<file path="src/hw/rtl/kcl_pkg.sv">
// Shared types, codes and sizes for the keypad code lock.
`timescale 1ns / 1ps

package kcl_pkg;

  // Code length limits
  localparam int MaxDigits = 6;
  localparam int MinDigits = 4;
  localparam int CntW      = $clog2(MaxDigits + 1);
  localparam int IdxW      = $clog2(MaxDigits);

  // Field widths
  localparam int KeyW   = 4;
  localparam int EventW = 4;
  localparam int RetryW = 3;
  localparam int ModeW  = 3;

  // Length keys accepted in the choose-length step
  localparam int LenKeyLo = (MinDigits > 4) ? MinDigits : 4;
  localparam int LenKeyHi = (MaxDigits < 6) ? MaxDigits : 6;

  localparam logic [RetryW-1:0] RetryMax        = 3'd7;
  localparam logic [RetryW-1:0] RetryLimitReset = 3'd3;

  // Key codes
  localparam logic [KeyW-1:0] KeyDigitMax = 4'd9;
  localparam logic [KeyW-1:0] KeyA        = 4'd10;
  localparam logic [KeyW-1:0] KeyStar     = 4'd14;
  localparam logic [KeyW-1:0] KeyHash     = 4'd15;

  // Result events
  localparam logic [EventW-1:0] EvIgnored  = 4'd0;
  localparam logic [EventW-1:0] EvDigit    = 4'd1;
  localparam logic [EventW-1:0] EvErased   = 4'd2;
  localparam logic [EventW-1:0] EvGranted  = 4'd3;
  localparam logic [EventW-1:0] EvWrong    = 4'd4;
  localparam logic [EventW-1:0] EvAlarm    = 4'd5;
  localparam logic [EventW-1:0] EvOldBad   = 4'd6;
  localparam logic [EventW-1:0] EvSaved    = 4'd7;
  localparam logic [EventW-1:0] EvMismatch = 4'd8;
  localparam logic [EventW-1:0] EvChange   = 4'd9;
  localparam logic [EventW-1:0] EvLength   = 4'd10;
  localparam logic [EventW-1:0] EvConfirm  = 4'd11;
  localparam logic [EventW-1:0] EvLogin    = 4'd12;

  // Lock modes (state codes)
  localparam logic [ModeW-1:0] ModeMenu  = 3'd0;
  localparam logic [ModeW-1:0] ModeLogin = 3'd1;
  localparam logic [ModeW-1:0] ModeOld   = 3'd2;
  localparam logic [ModeW-1:0] ModeLen   = 3'd3;
  localparam logic [ModeW-1:0] ModeNew   = 3'd4;
  localparam logic [ModeW-1:0] ModeConf  = 3'd5;

  // Queue between front and back
  localparam int QueueDepth = 2;
  localparam int QPtrW      = $clog2(QueueDepth);
  localparam int QCntW      = $clog2(QueueDepth + 1);

  typedef enum logic [2:0] {
    KcDigit,
    KcLenKey,
    KcA,
    KcStar,
    KcHash,
    KcOther
  } key_class_e;

  // Classified key word
  typedef struct packed {
    key_class_e      cls;
    logic [KeyW-1:0] key;
  } kcl_word_t;

  typedef logic [MaxDigits-1:0][KeyW-1:0] code_t;

endpackage

</file>
<file path="src/hw/rtl/kcl_front.sv">
// Front end: accepts keypad words and classifies them for the back end.
`timescale 1ns / 1ps

module kcl_front import kcl_pkg::*; (
  input  logic            in_valid_i,
  output logic            in_stall_o,
  input  logic [KeyW-1:0] key_i,
  input  logic            q_full_i,
  output logic            q_push_o,
  output kcl_word_t       q_word_o
);

  key_class_e cls;

  // Key classification; digits in the length range are tagged separately
  always_comb begin
    cls = KcOther;
    if (key_i <= KeyDigitMax) begin
      if (int'(key_i) >= LenKeyLo && int'(key_i) <= LenKeyHi) begin
        cls = KcLenKey;
      end else begin
        cls = KcDigit;
      end
    end else if (key_i == KeyA) begin
      cls = KcA;
    end else if (key_i == KeyStar) begin
      cls = KcStar;
    end else if (key_i == KeyHash) begin
      cls = KcHash;
    end
  end

  // Accept whenever the queue has room
  assign in_stall_o   = q_full_i;
  assign q_push_o     = in_valid_i & ~q_full_i;
  assign q_word_o.cls = cls;
  assign q_word_o.key = key_i;

endmodule

</file>
<file path="src/hw/rtl/kcl_queue.sv">
// Short word queue between the front and back ends.
`timescale 1ns / 1ps

module kcl_queue import kcl_pkg::*; (
  input  logic      clk_i,
  input  logic      rst_ni,
  input  logic      push_i,
  input  kcl_word_t word_i,
  output logic      full_o,
  input  logic      pop_i,
  output logic      empty_o,
  output kcl_word_t word_o
);

  kcl_word_t              mem_q [QueueDepth];
  logic [QPtrW-1:0]       wr_ptr_q, wr_ptr_d;
  logic [QPtrW-1:0]       rd_ptr_q, rd_ptr_d;
  logic [QCntW-1:0]       cnt_q, cnt_d;

  assign full_o  = (cnt_q == QCntW'(QueueDepth));
  assign empty_o = (cnt_q == '0);
  assign word_o  = mem_q[rd_ptr_q];

  // Pointer and fill count update
  always_comb begin
    wr_ptr_d = wr_ptr_q;
    rd_ptr_d = rd_ptr_q;
    cnt_d    = cnt_q;
    if (push_i) begin
      wr_ptr_d = (wr_ptr_q == QPtrW'(QueueDepth - 1)) ? '0 : wr_ptr_q + 1'b1;
    end
    if (pop_i) begin
      rd_ptr_d = (rd_ptr_q == QPtrW'(QueueDepth - 1)) ? '0 : rd_ptr_q + 1'b1;
    end
    case ({push_i, pop_i})
      2'b10:   cnt_d = cnt_q + 1'b1;
      2'b01:   cnt_d = cnt_q - 1'b1;
      default: cnt_d = cnt_q;
    endcase
  end

  always_ff @(posedge clk_i or negedge rst_ni) begin
    if (!rst_ni) begin
      wr_ptr_q <= '0;
      rd_ptr_q <= '0;
      cnt_q    <= '0;
    end else begin
      wr_ptr_q <= wr_ptr_d;
      rd_ptr_q <= rd_ptr_d;
      cnt_q    <= cnt_d;
    end
  end

  // Storage
  always_ff @(posedge clk_i) begin
    if (push_i) begin
      mem_q[wr_ptr_q] <= word_i;
    end
  end

endmodule

</file>
<file path="src/hw/rtl/kcl_exec.sv">
// Back end: lock state machine, code storage and result register.
`timescale 1ns / 1ps

module kcl_exec import kcl_pkg::*; (
  input  logic              clk_i,
  input  logic              rst_ni,
  input  logic              cfg_we_i,
  input  logic [RetryW-1:0] cfg_wdata_i,
  input  logic              q_empty_i,
  input  kcl_word_t         q_word_i,
  output logic              q_pop_o,
  output logic              out_valid_o,
  input  logic              out_stall_i,
  output logic [EventW-1:0] event_res_o,
  output logic [RetryW-1:0] retry_count_o,
  output logic [CntW-1:0]   entry_count_o,
  output logic [ModeW-1:0]  mode_o
);

  logic [RetryW-1:0] retry_limit_q;
  logic [ModeW-1:0]  mode_q, mode_d;
  logic [CntW-1:0]   entry_len_q, entry_len_d;
  logic [CntW-1:0]   stored_len_q, stored_len_d;
  logic [CntW-1:0]   new_len_q, new_len_d;
  logic [RetryW-1:0] retries_q, retries_d;
  code_t             entry_q, stored_q, new_q;

  logic              out_valid_q;
  logic [EventW-1:0] ev_q;
  logic [RetryW-1:0] shown_q;
  logic [CntW-1:0]   cnt_out_q;
  logic [ModeW-1:0]  mode_out_q;

  logic [EventW-1:0] ev;
  logic [RetryW-1:0] shown;
  logic [RetryW-1:0] retries_inc;
  logic [CntW-1:0]   target;
  logic              entry_wr, save_new, save_stored;
  logic              match_stored, match_new;

  // First target digits of a code equal to the entry buffer
  function automatic logic same_digits(code_t a, code_t b, logic [CntW-1:0] n);
    logic ok;
    ok = 1'b1;
    for (int i = 0; i < MaxDigits; i++) begin
      if (CntW'(i) < n && a[i] != b[i]) begin
        ok = 1'b0;
      end
    end
    return ok;
  endfunction

  // Take a word when the result register is free or being emptied
  assign q_pop_o = ~q_empty_i & (~out_valid_q | ~out_stall_i);

  assign target       = (mode_q == ModeNew || mode_q == ModeConf) ? new_len_q : stored_len_q;
  assign match_stored = same_digits(stored_q, entry_q, target);
  assign match_new    = same_digits(new_q, entry_q, target);
  assign retries_inc  = (retries_q < RetryMax) ? retries_q + 1'b1 : retries_q;

  // Next state for one key
  always_comb begin
    mode_d       = mode_q;
    entry_len_d  = entry_len_q;
    stored_len_d = stored_len_q;
    new_len_d    = new_len_q;
    retries_d    = retries_q;
    ev           = EvIgnored;
    entry_wr     = 1'b0;
    save_new     = 1'b0;
    save_stored  = 1'b0;
    case (mode_q)
      ModeMenu: begin
        if (q_word_i.cls == KcA) begin
          mode_d      = ModeOld;
          entry_len_d = '0;
          ev          = EvChange;
        end else if (q_word_i.cls == KcHash) begin
          mode_d      = ModeLogin;
          entry_len_d = '0;
          ev          = EvLogin;
        end
      end
      ModeLen: begin
        if (q_word_i.cls == KcLenKey) begin
          new_len_d   = CntW'(q_word_i.key);
          entry_len_d = '0;
          mode_d      = ModeNew;
          ev          = EvLength;
        end
      end
      ModeLogin, ModeOld, ModeNew, ModeConf: begin
        if (q_word_i.cls == KcDigit || q_word_i.cls == KcLenKey) begin
          if (entry_len_q < target && entry_len_q < CntW'(MaxDigits)) begin
            entry_wr    = 1'b1;
            entry_len_d = entry_len_q + 1'b1;
            ev          = EvDigit;
          end
        end else if (q_word_i.cls == KcStar) begin
          if (entry_len_q != '0) begin
            entry_len_d = entry_len_q - 1'b1;
            ev          = EvErased;
          end
        end else if (q_word_i.cls == KcHash && entry_len_q >= target) begin
          entry_len_d = '0;
          case (mode_q)
            ModeLogin: begin
              mode_d = ModeMenu;
              if (match_stored) begin
                retries_d = '0;
                ev        = EvGranted;
              end else begin
                retries_d = retries_inc;
                ev        = (retries_inc >= retry_limit_q) ? EvAlarm : EvWrong;
              end
            end
            ModeOld: begin
              if (match_stored) begin
                mode_d = ModeLen;
                ev     = EvChange;
              end else begin
                mode_d = ModeMenu;
                ev     = EvOldBad;
              end
            end
            ModeNew: begin
              save_new = 1'b1;
              mode_d   = ModeConf;
              ev       = EvConfirm;
            end
            default: begin
              mode_d = ModeMenu;
              if (match_new) begin
                save_stored  = 1'b1;
                stored_len_d = target;
                ev           = EvSaved;
              end else begin
                ev = EvMismatch;
              end
            end
          endcase
        end
      end
      default: begin
        mode_d = ModeMenu;
      end
    endcase
    // Alarm shows the count reached, then clears it
    shown = retries_d;
    if (ev == EvAlarm) begin
      retries_d = '0;
    end
  end

  // Control state and configuration
  always_ff @(posedge clk_i or negedge rst_ni) begin
    if (!rst_ni) begin
      retry_limit_q <= RetryLimitReset;
      mode_q        <= ModeMenu;
      entry_len_q   <= '0;
      stored_len_q  <= CntW'(4);
      new_len_q     <= '0;
      retries_q     <= '0;
      stored_q      <= code_t'({KeyW'(4), KeyW'(3), KeyW'(2), KeyW'(1)});
      out_valid_q   <= 1'b0;
    end else begin
      if (cfg_we_i) begin
        retry_limit_q <= cfg_wdata_i;
      end
      if (q_pop_o) begin
        mode_q       <= mode_d;
        entry_len_q  <= entry_len_d;
        stored_len_q <= stored_len_d;
        new_len_q    <= new_len_d;
        retries_q    <= retries_d;
        if (save_stored) begin
          stored_q <= new_q;
        end
        out_valid_q <= 1'b1;
      end else if (!out_stall_i) begin
        out_valid_q <= 1'b0;
      end
    end
  end

  // Entry and new-code buffers, result payload
  always_ff @(posedge clk_i) begin
    if (q_pop_o) begin
      if (entry_wr) begin
        entry_q[entry_len_q[IdxW-1:0]] <= q_word_i.key;
      end
      if (save_new) begin
        new_q <= entry_q;
      end
      ev_q       <= ev;
      shown_q    <= shown;
      cnt_out_q  <= entry_len_d;
      mode_out_q <= mode_d;
    end
  end

  assign out_valid_o   = out_valid_q;
  assign event_res_o   = ev_q;
  assign retry_count_o = shown_q;
  assign entry_count_o = cnt_out_q;
  assign mode_o        = mode_out_q;

endmodule

</file>
<file path="src/hw/rtl/keypad_code_lock.sv">
// Keypad code lock top level: front end, word queue and lock back end.
//
// Usage: each input word is one decoded key (key_i) on a valid/stall channel;
// the word is taken at a rising edge with in_valid_i high and in_stall_o low.
// Every key gives exactly one result word on the output channel: event code,
// retry count, digits in the entry buffer and the lock mode after the key.
// The user must write the retry limit register with cfg_we_i/cfg_wdata_i
// only while idle; the block itself does not enforce it. Throughput: one
// key per cycle while the receiver does not stall. A taken key is written
// into the queue; the state update then loads its result word.
// The two-word queue lets the front keep taking keys while the receiver
// stalls; in_stall_o rises once the queue is full and the result register
// still holds an untaken word.
// Reset: lock in the menu, stored code 1234 (four digits), retries 0,
// retry limit 3, queue and result register empty.
`timescale 1ns / 1ps

module keypad_code_lock import kcl_pkg::*; (
  input  logic              clk_i,
  input  logic              rst_ni,
  input  logic              cfg_we_i,
  input  logic [RetryW-1:0] cfg_wdata_i,
  input  logic              in_valid_i,
  output logic              in_stall_o,
  input  logic [KeyW-1:0]   key_i,
  output logic              out_valid_o,
  input  logic              out_stall_i,
  output logic [EventW-1:0] event_res_o,
  output logic [RetryW-1:0] retry_count_o,
  output logic [CntW-1:0]   entry_count_o,
  output logic [ModeW-1:0]  mode_o
);

  logic      q_full, q_empty, q_push, q_pop;
  kcl_word_t q_wr_word, q_rd_word;

  // Classification
  kcl_front u_front (
    .in_valid_i (in_valid_i),
    .in_stall_o (in_stall_o),
    .key_i      (key_i),
    .q_full_i   (q_full),
    .q_push_o   (q_push),
    .q_word_o   (q_wr_word)
  );

  // Decoupling queue
  kcl_queue u_queue (
    .clk_i   (clk_i),
    .rst_ni  (rst_ni),
    .push_i  (q_push),
    .word_i  (q_wr_word),
    .full_o  (q_full),
    .pop_i   (q_pop),
    .empty_o (q_empty),
    .word_o  (q_rd_word)
  );

  // Lock state and results
  kcl_exec u_exec (
    .clk_i         (clk_i),
    .rst_ni        (rst_ni),
    .cfg_we_i      (cfg_we_i),
    .cfg_wdata_i   (cfg_wdata_i),
    .q_empty_i     (q_empty),
    .q_word_i      (q_rd_word),
    .q_pop_o       (q_pop),
    .out_valid_o   (out_valid_o),
    .out_stall_i   (out_stall_i),
    .event_res_o   (event_res_o),
    .retry_count_o (retry_count_o),
    .entry_count_o (entry_count_o),
    .mode_o        (mode_o)
  );

endmodule

</file>
<file path="config.mk">
export PLATFORM = sky130hd
export DESIGN_NAME = keypad_code_lock
export DESIGN_NICKNAME = d
export VERILOG_FILES = /design/src/hw/rtl/kcl_pkg.sv /design/src/hw/rtl/kcl_front.sv /design/src/hw/rtl/kcl_queue.sv /design/src/hw/rtl/kcl_exec.sv /design/src/hw/rtl/keypad_code_lock.sv
export SDC_FILE = /design/constraint.sdc
export NUM_CORES = 1
export LEC_CHECK = 0
export ABC_CLOCK_PERIOD_IN_PS = 9300
export CAP_MARGIN = 40
export CORE_UTILIZATION = 55
export CTS_BUF_LIST = sky130_fd_sc_hd__clkbuf_4 sky130_fd_sc_hd__clkbuf_8 sky130_fd_sc_hd__clkbuf_16
export DETAILED_ROUTE_END_ITERATION = 10
export DONT_BUFFER_PORTS = 1
export GPL_TIMING_DRIVEN = 0
export MAX_ROUTING_LAYER = met4
export PLACE_DENSITY = 0.7
export SLEW_MARGIN = 25
export SYNTH_ARGS = -nofsm -noshare
export SYNTH_HDL_FRONTEND = slang
export SYNTH_SLANG_ARGS = --single-unit
</file>
<file path="constraint.sdc">
create_clock -name clk_i -period 9.3 [get_ports clk_i]
set_input_delay 1.86 -clock clk_i [delete_from_list [all_inputs] [get_ports clk_i]]
set_output_delay 1.86 -clock clk_i [all_outputs]
set_load 0.1 [all_outputs]
</file>
-- Word level (Yosys, flattened, before mapping)
Memories as Yosys holds them, arrays and structs flattened.
Index checks and enable logic that the tools add are counted.
- output and inout port bits: 15
- memories kept: 1
- bits in registers: 108
- logic and storage cells: 207
- memory bits (writable): 14
- bitwise operators: 10
- multiplexer cells: 82
- add/subtract/negate cells: 7
- reduce and logical (&&, ||, !) cells: 30
- equal/unequal tests: 29
- order comparisons: 16
- memories (memory ; depth ; width ; rd ports ; clocked after memory_dff ; wr ports ; line ; source):
    u_queue.mem_q ; 2 ; 7 ; 1 ; 0 ; 1 ; kcl_queue.sv:15 ; kcl_word_t mem_q [QueueDepth];
- operators by type and width (operator ; count):
    $mux W3 ; 26
    $ne A4 B4 Y1 ; 12
    $mux W4 ; 10
    $mux W1 ; 36
    $bwmux W24 ; 1
    $pmux W4 S3 ; 2
    $pmux W3 S3 ; 2
    $logic_and A1 B1 Y1 ; 16
    $demux W4 S3 ; 1
    $eq A3 B2 Y1 const B ; 4
    $eq A4 B4 Y1 const B ; 3
    $eq A3 B3 Y1 const B ; 3
    $not A1 Y1 ; 7
    $reduce_and A7 Y1 ; 1
    $add A3 B1 Y3 const B ; 2
    $eq A3 B1 Y1 const B ; 2
    $ge A3 B3 Y1 ; 2
    $logic_not A3 Y1 ; 2
    $lt A1 B3 Y1 const A ; 2
    $lt A2 B3 Y1 const A ; 2
    $lt A3 B3 Y1 const A ; 2
    $lt A3 B3 Y1 const B ; 2
    $pmux W3 S2 ; 1
    $reduce_and A2 Y1 ; 3
    other kinds (25) ; 30

-- Logic depth before layout (Yosys ltp)
- word-level depth: 19
- gate-level depth with buffers: 12
- gate-level depth less buffers: 11

-- Hierarchy
From an unflattened synthesis, not the netlist that was laid out.
- cell total of the unflattened synthesis: 484
- area, all modules: 6040.8 um^2
- by module, submodules not included (module ; cells an instance ; times used ; area each (um^2)):
    kcl_exec ; 434 ; 1 ; 5255.0
    kcl_queue ; 38 ; 1 ; 690.7
    kcl_front ; 12 ; 1 ; 95.1

-- Least setup slack after synthesis
OpenSTA, ideal clock, no wires.
- path type: input to register
- start: input port out_stall_i
- end: register u_exec.new_q[0] (netlist name), enable pin
- buffers on the path: 1
- required time: 8.833 ns
- data arrival time: 4.737 ns
- slack: 4.096 ns
- stages: 4
- cell sequence: nand2_1 > o21ai_1 > clkbuf_1 > nor4_1
- word-level cells in the longest chain between the ends: 4
- ends and longest elaborated chain (what ; line ; source):
    from (decl) ; keypad_code_lock.sv:27 ; input logic out_stall_i,
    $not A1 Y1 ; kcl_exec.sv:54 ; assign q_pop_o = ~q_empty_i & (~out_valid_q | ~out_stall_i);
    $or A1 B1 Y1 ; kcl_exec.sv:54 ;
    $and A1 B1 Y1 ; kcl_exec.sv:54 ;
    $reduce_and A2 Y1 (no line) ; -- ;
    to (signal assigned) ; kcl_exec.sv:193 ; new_q <= entry_q;
    to (decl) ; kcl_exec.sv:26 ; code_t entry_q, stored_q, new_q;
Every way passes these cells.
A chain may end at the register's enable or synchronous reset.

-- Worst setup path after layout
- start: register u_exec.mode_q[2]
- end: register u_exec.new_q[3] (netlist name), enable pin
- word-level cells in the longest chain between the ends: 10
- elaborated cells between the ends (all ways): 15
- those cells by class: 1 x order compare; 4 x eq/ne; 6 x mux; 4 x reduce/logical
- ends and longest elaborated chain (what ; line ; source):
    from (decl) ; kcl_exec.sv:21 ; logic [ModeW-1:0] mode_q, mode_d;
    from (signal assigned) ; kcl_exec.sv:159 ; mode_q <= ModeMenu;
    from (signal assigned) ; kcl_exec.sv:171 ; mode_q <= mode_d;
    $eq A3 B3 Y1 (on tied branches) ; kcl_exec.sv:56, kcl_exec.sv:72, kcl_exec.sv:106 ;
    $logic_or A1 B1 Y1 ; kcl_exec.sv:56 ; assign target = (mode_q == ModeNew || mode_q == ModeConf) ? new_len_q : stored_len_q;
    $mux W3 ; kcl_exec.sv:56 ;
    $ge A3 B3 Y1 ; kcl_exec.sv:104 ; end else if (q_word_i.cls == KcHash && entry_len_q >= target) begin
    $logic_and A1 B1 Y1 ; kcl_exec.sv:104 ;
    $mux W1 ; kcl_exec.sv:104 ;
    $mux W1 ; kcl_exec.sv:99 ; end else if (q_word_i.cls == KcStar) begin
    $mux W1 ; kcl_exec.sv:93 ; if (q_word_i.cls == KcDigit || q_word_i.cls == KcLenKey) begin
    $mux W1 * ; kcl_exec.sv:72 ; case (mode_q)
    $reduce_and A2 Y1 (no line) * ; -- ;
Mark *: on every way between the ends. The rest lies on a longest branch, timed or not.

==> flow_summary.yaml <==
synth:
  synthArstFlopShare: 0.3852
  synth_seq_cells: 122
  muxShareOfSynthArea: 0.08383
  yosysTopAreaCell: "edfxtp_1"
  synth_area_um2: 6105
  synth_xor_area_frac: 0.08034
  yosys.area_share.simple: 0.1103
  synth_top_area_share: 0.3689
  synthFlopType: "edfxtp_1"
  ys_warn_count: 0
  synthCells: 482
  yosysSeqAreaShare: 0.5632
  synth.net_count: 504
  synth_common_cells: "edfxtp_1, dfrtp_1, xor2_1"
  avgSynthCellArea_um2: 12.67
  synth_most_common_cell: "edfxtp_1"
  synth_edf_count: 75
  ys_types: 62
  synth_compound_area_frac: 0.1185
  synth_area_leaders: "edfxtp_1, dfrtp_1, mux2_4"
  synth-adder-area-share: 0.02050
  synth_top_family_by_area: "compound AO/OA/AOI/OAI gates"
route:
  routed_wl_um: 13250
  viasPerCell: 6.028
  drtPass1Iterations: 4
  ant_nets: 0
  post-route-drc-count: 0
  wl_per_cell_um: 19.86
  vias: 4021
  drt_iter0_markers: 268
global_routing:
  grt_max_degree: 48
  grt_usage: 0.2592
  grt_pass1_vias: 4100
  overflow: 0
  antenna_found_initial: 0
  grt_pass1_wl_um: 21320
timing:
  worst_slew_pin_slew_ns: 0.8960
  setup_viol: 0
  rsz0062_at_grt: "false"
  hold_viol: 0
  fmax_ghz: 0.2510
  fin_worst_skew_ns: 0.01009
  period_share: 0.4284
  finalSetupTns_ns: 0
  drv_slew: 0
  fin_crit_ns: 3.984
  relSlewSlack: 0.4039
place:
  gp_congestion: 0.8752
  hpwl_um: 9213
  placedInstanceArea_um2: 6356
  place.port_buffers: 0
min_path:
  holdCritPathClass: "flop to flop"
  hold_depth: 1
final_layout:
  fin_area_um2: 7054
  nets: 536
  layout-drive-gt1-share: 0.2087
  n_antenna_cell: 0
  fill_cells: 816
  multiInputGateArea_um2: 2536
  area_growth_syn_to_layout_pct: 15.56
  seq_area_um2: 3438
setup_path:
  setup.worst_path.end_class: "flop"
  reg2reg_slack_ns: 5.32
  setup.worst_path.start_class: "flop"
  worstPathArrival_ns: 4.22
  critical_path_required_ns: 9.54
  critPathKind: "flop to flop"
  r2r.worst_path.cells: 13
  crit_path_max_fanout: 8
clock_tree:
  cts_root_buffer: "clkbuf_8"
  cts_hold_buf: 0
  cts_sinks: 122
  htree_levels: 4
  cts_setup_buffers: 0
  cts_tree: "done"
  cts_buffers: 17
  path_clk_slew_ns: 0.06
  clock_latency_ns: 0.53
  post_cts_resized: 0
  clock_path_buffers: 2
die:
  row_count: 38
  start_util: 0.5631
  core_area_um2: 10840
  io_pins: 27
  die_area_um2: 11530
  die-width_um: 107.4
  die_h_um: 107.4
run_status:
  status: "finished, final reports clean"
pwr:
  p_leak_uw: 0.002673
  p_per_area_nw_per_um2: 336.2
  vdd_drop_max_uv: 255.3
  power_uw: 2372
job:
  drv_cap: 0
## layer usage
| metal | GRT usage | part of all wire | vias to the layer above | wire [um] |
|---|---|---|---|---|
| li1 | - | - | 1883 | - |
| met1 | 0.3348 | 0.45 | 2003 | 6003 |
| met3 | 0.05811 | 0.043 | 23 | 575 |
| met2 | 0.3949 | 0.48 | 112 | 6421 |
| met4 | 0.1135 | 0.019 | 0 | 247 |
| met5 | - | 0 | - | 0 |
## cell usage in the layout, fill, tap and decap left out, types with 11 or more instances in the layout
master,count
inv_1,15
edfxtp_1,75
a31oi_1,12
nor3_1,12
mux2_4,20
dfrtp_1,39
nand2_1,30
clkbuf_16,16
o21ai_0,20
nor2_1,18
xor2_1,34
nand2b_1,11
a21oi_1,13
mux2_2,17
xnor2_1,22
## registers in the layout, indices dropped and copies added (netlist names), 4 cells and up
register and count:
u_exec.event_res_o 4, u_exec.new_q 24, u_queue.mem_q 14, u_exec.stored_q 24
u_exec.entry_q 24
## cell families (layout without fill, tap and decap cells)
family          Yosys count  after routing
compound gates          105            105
flops                   122            122
xor+xnor                 56             56
buf+inv                  31             76
fa+ha+maj                10             10
mux                      39             39
simple gates            119            119
## final cells by class
class,count,area share
Clock inverter,13,0.02731
Tap cell,140,0.02483
Clock buffer,19,0.06261
Timing Repair Buffer,13,0.01809
Buffer,14,0.01117
Multi-Input combinational cell,329,0.3595
Sequential cell,122,0.4874
Inverter,17,0.009046
## critical path, stage by stage, from the launching register on
cell	delay (ns)
dfrtp_1	0.43
nand2b_1	0.23
mux2_2	0.43
inv_1	0.16
ha_1	0.16
clkbuf_1	0.26
o311a_1	0.27
o211ai_1	0.18
buf_2	0.23
nor4_2	0.49
buf_2	0.32
buf_4	0.19
buf_2	0.17
buf_2	0.17
## path summary, 6_finish.rpt
path / to / startpoint
setup / recovery: u_exec.new_q[3]$_DFFE_PP_ / u_exec.mode_q[2]$_DFFE_PN0P_
setup reg to reg: u_exec.new_q[3]$_DFFE_PP_ / u_exec.mode_q[2]$_DFFE_PN0P_
min in group asynchronous: u_exec.stored_q[10]$_DFFE_PN0P_ / rst_ni
hold / removal: u_queue.wr_ptr_q$_DFFE_PN0P_ / u_queue.wr_ptr_q$_DFFE_PN0P_
max in group asynchronous: u_exec.stored_len_q[2]$_DFFE_PN1P_ / rst_ni
hold reg to reg: u_queue.wr_ptr_q$_DFFE_PN0P_ / u_queue.wr_ptr_q$_DFFE_PN0P_
## where the power goes
group | leakage [uW] | switching, uW | total [uW] | internal [uW]
sequential | 0.00127 | 239 | 950 | 711
clock | 0.000293 | 245 | 696 | 451
combinational | 0.00111 | 459 | 726 | 267
total | 0.00267 | 943 | 2370 | 1430
## through the flow
| stage | setup WS (ns) | hold slack, ns | util | std cells |
|---|---|---|---|---|
| finish | 5.316 | 0.5030 | 0.6507 | 667 |
| global route | 5.035 | 0.5238 | 0.6507 | 667 |
| CTS | 5.240 | 0.5092 | 0.6449 | 661 |
| detailed placement | 4.930 | 0.4999 | 0.5863 | 629 |
| global placement | 2.578 | 0.4769 | 0.5793 | 622 |
| floorplan | 4.096 | 0.4608 | - | 482 |
Note: power is estimated with default switching activity, not from simulation.
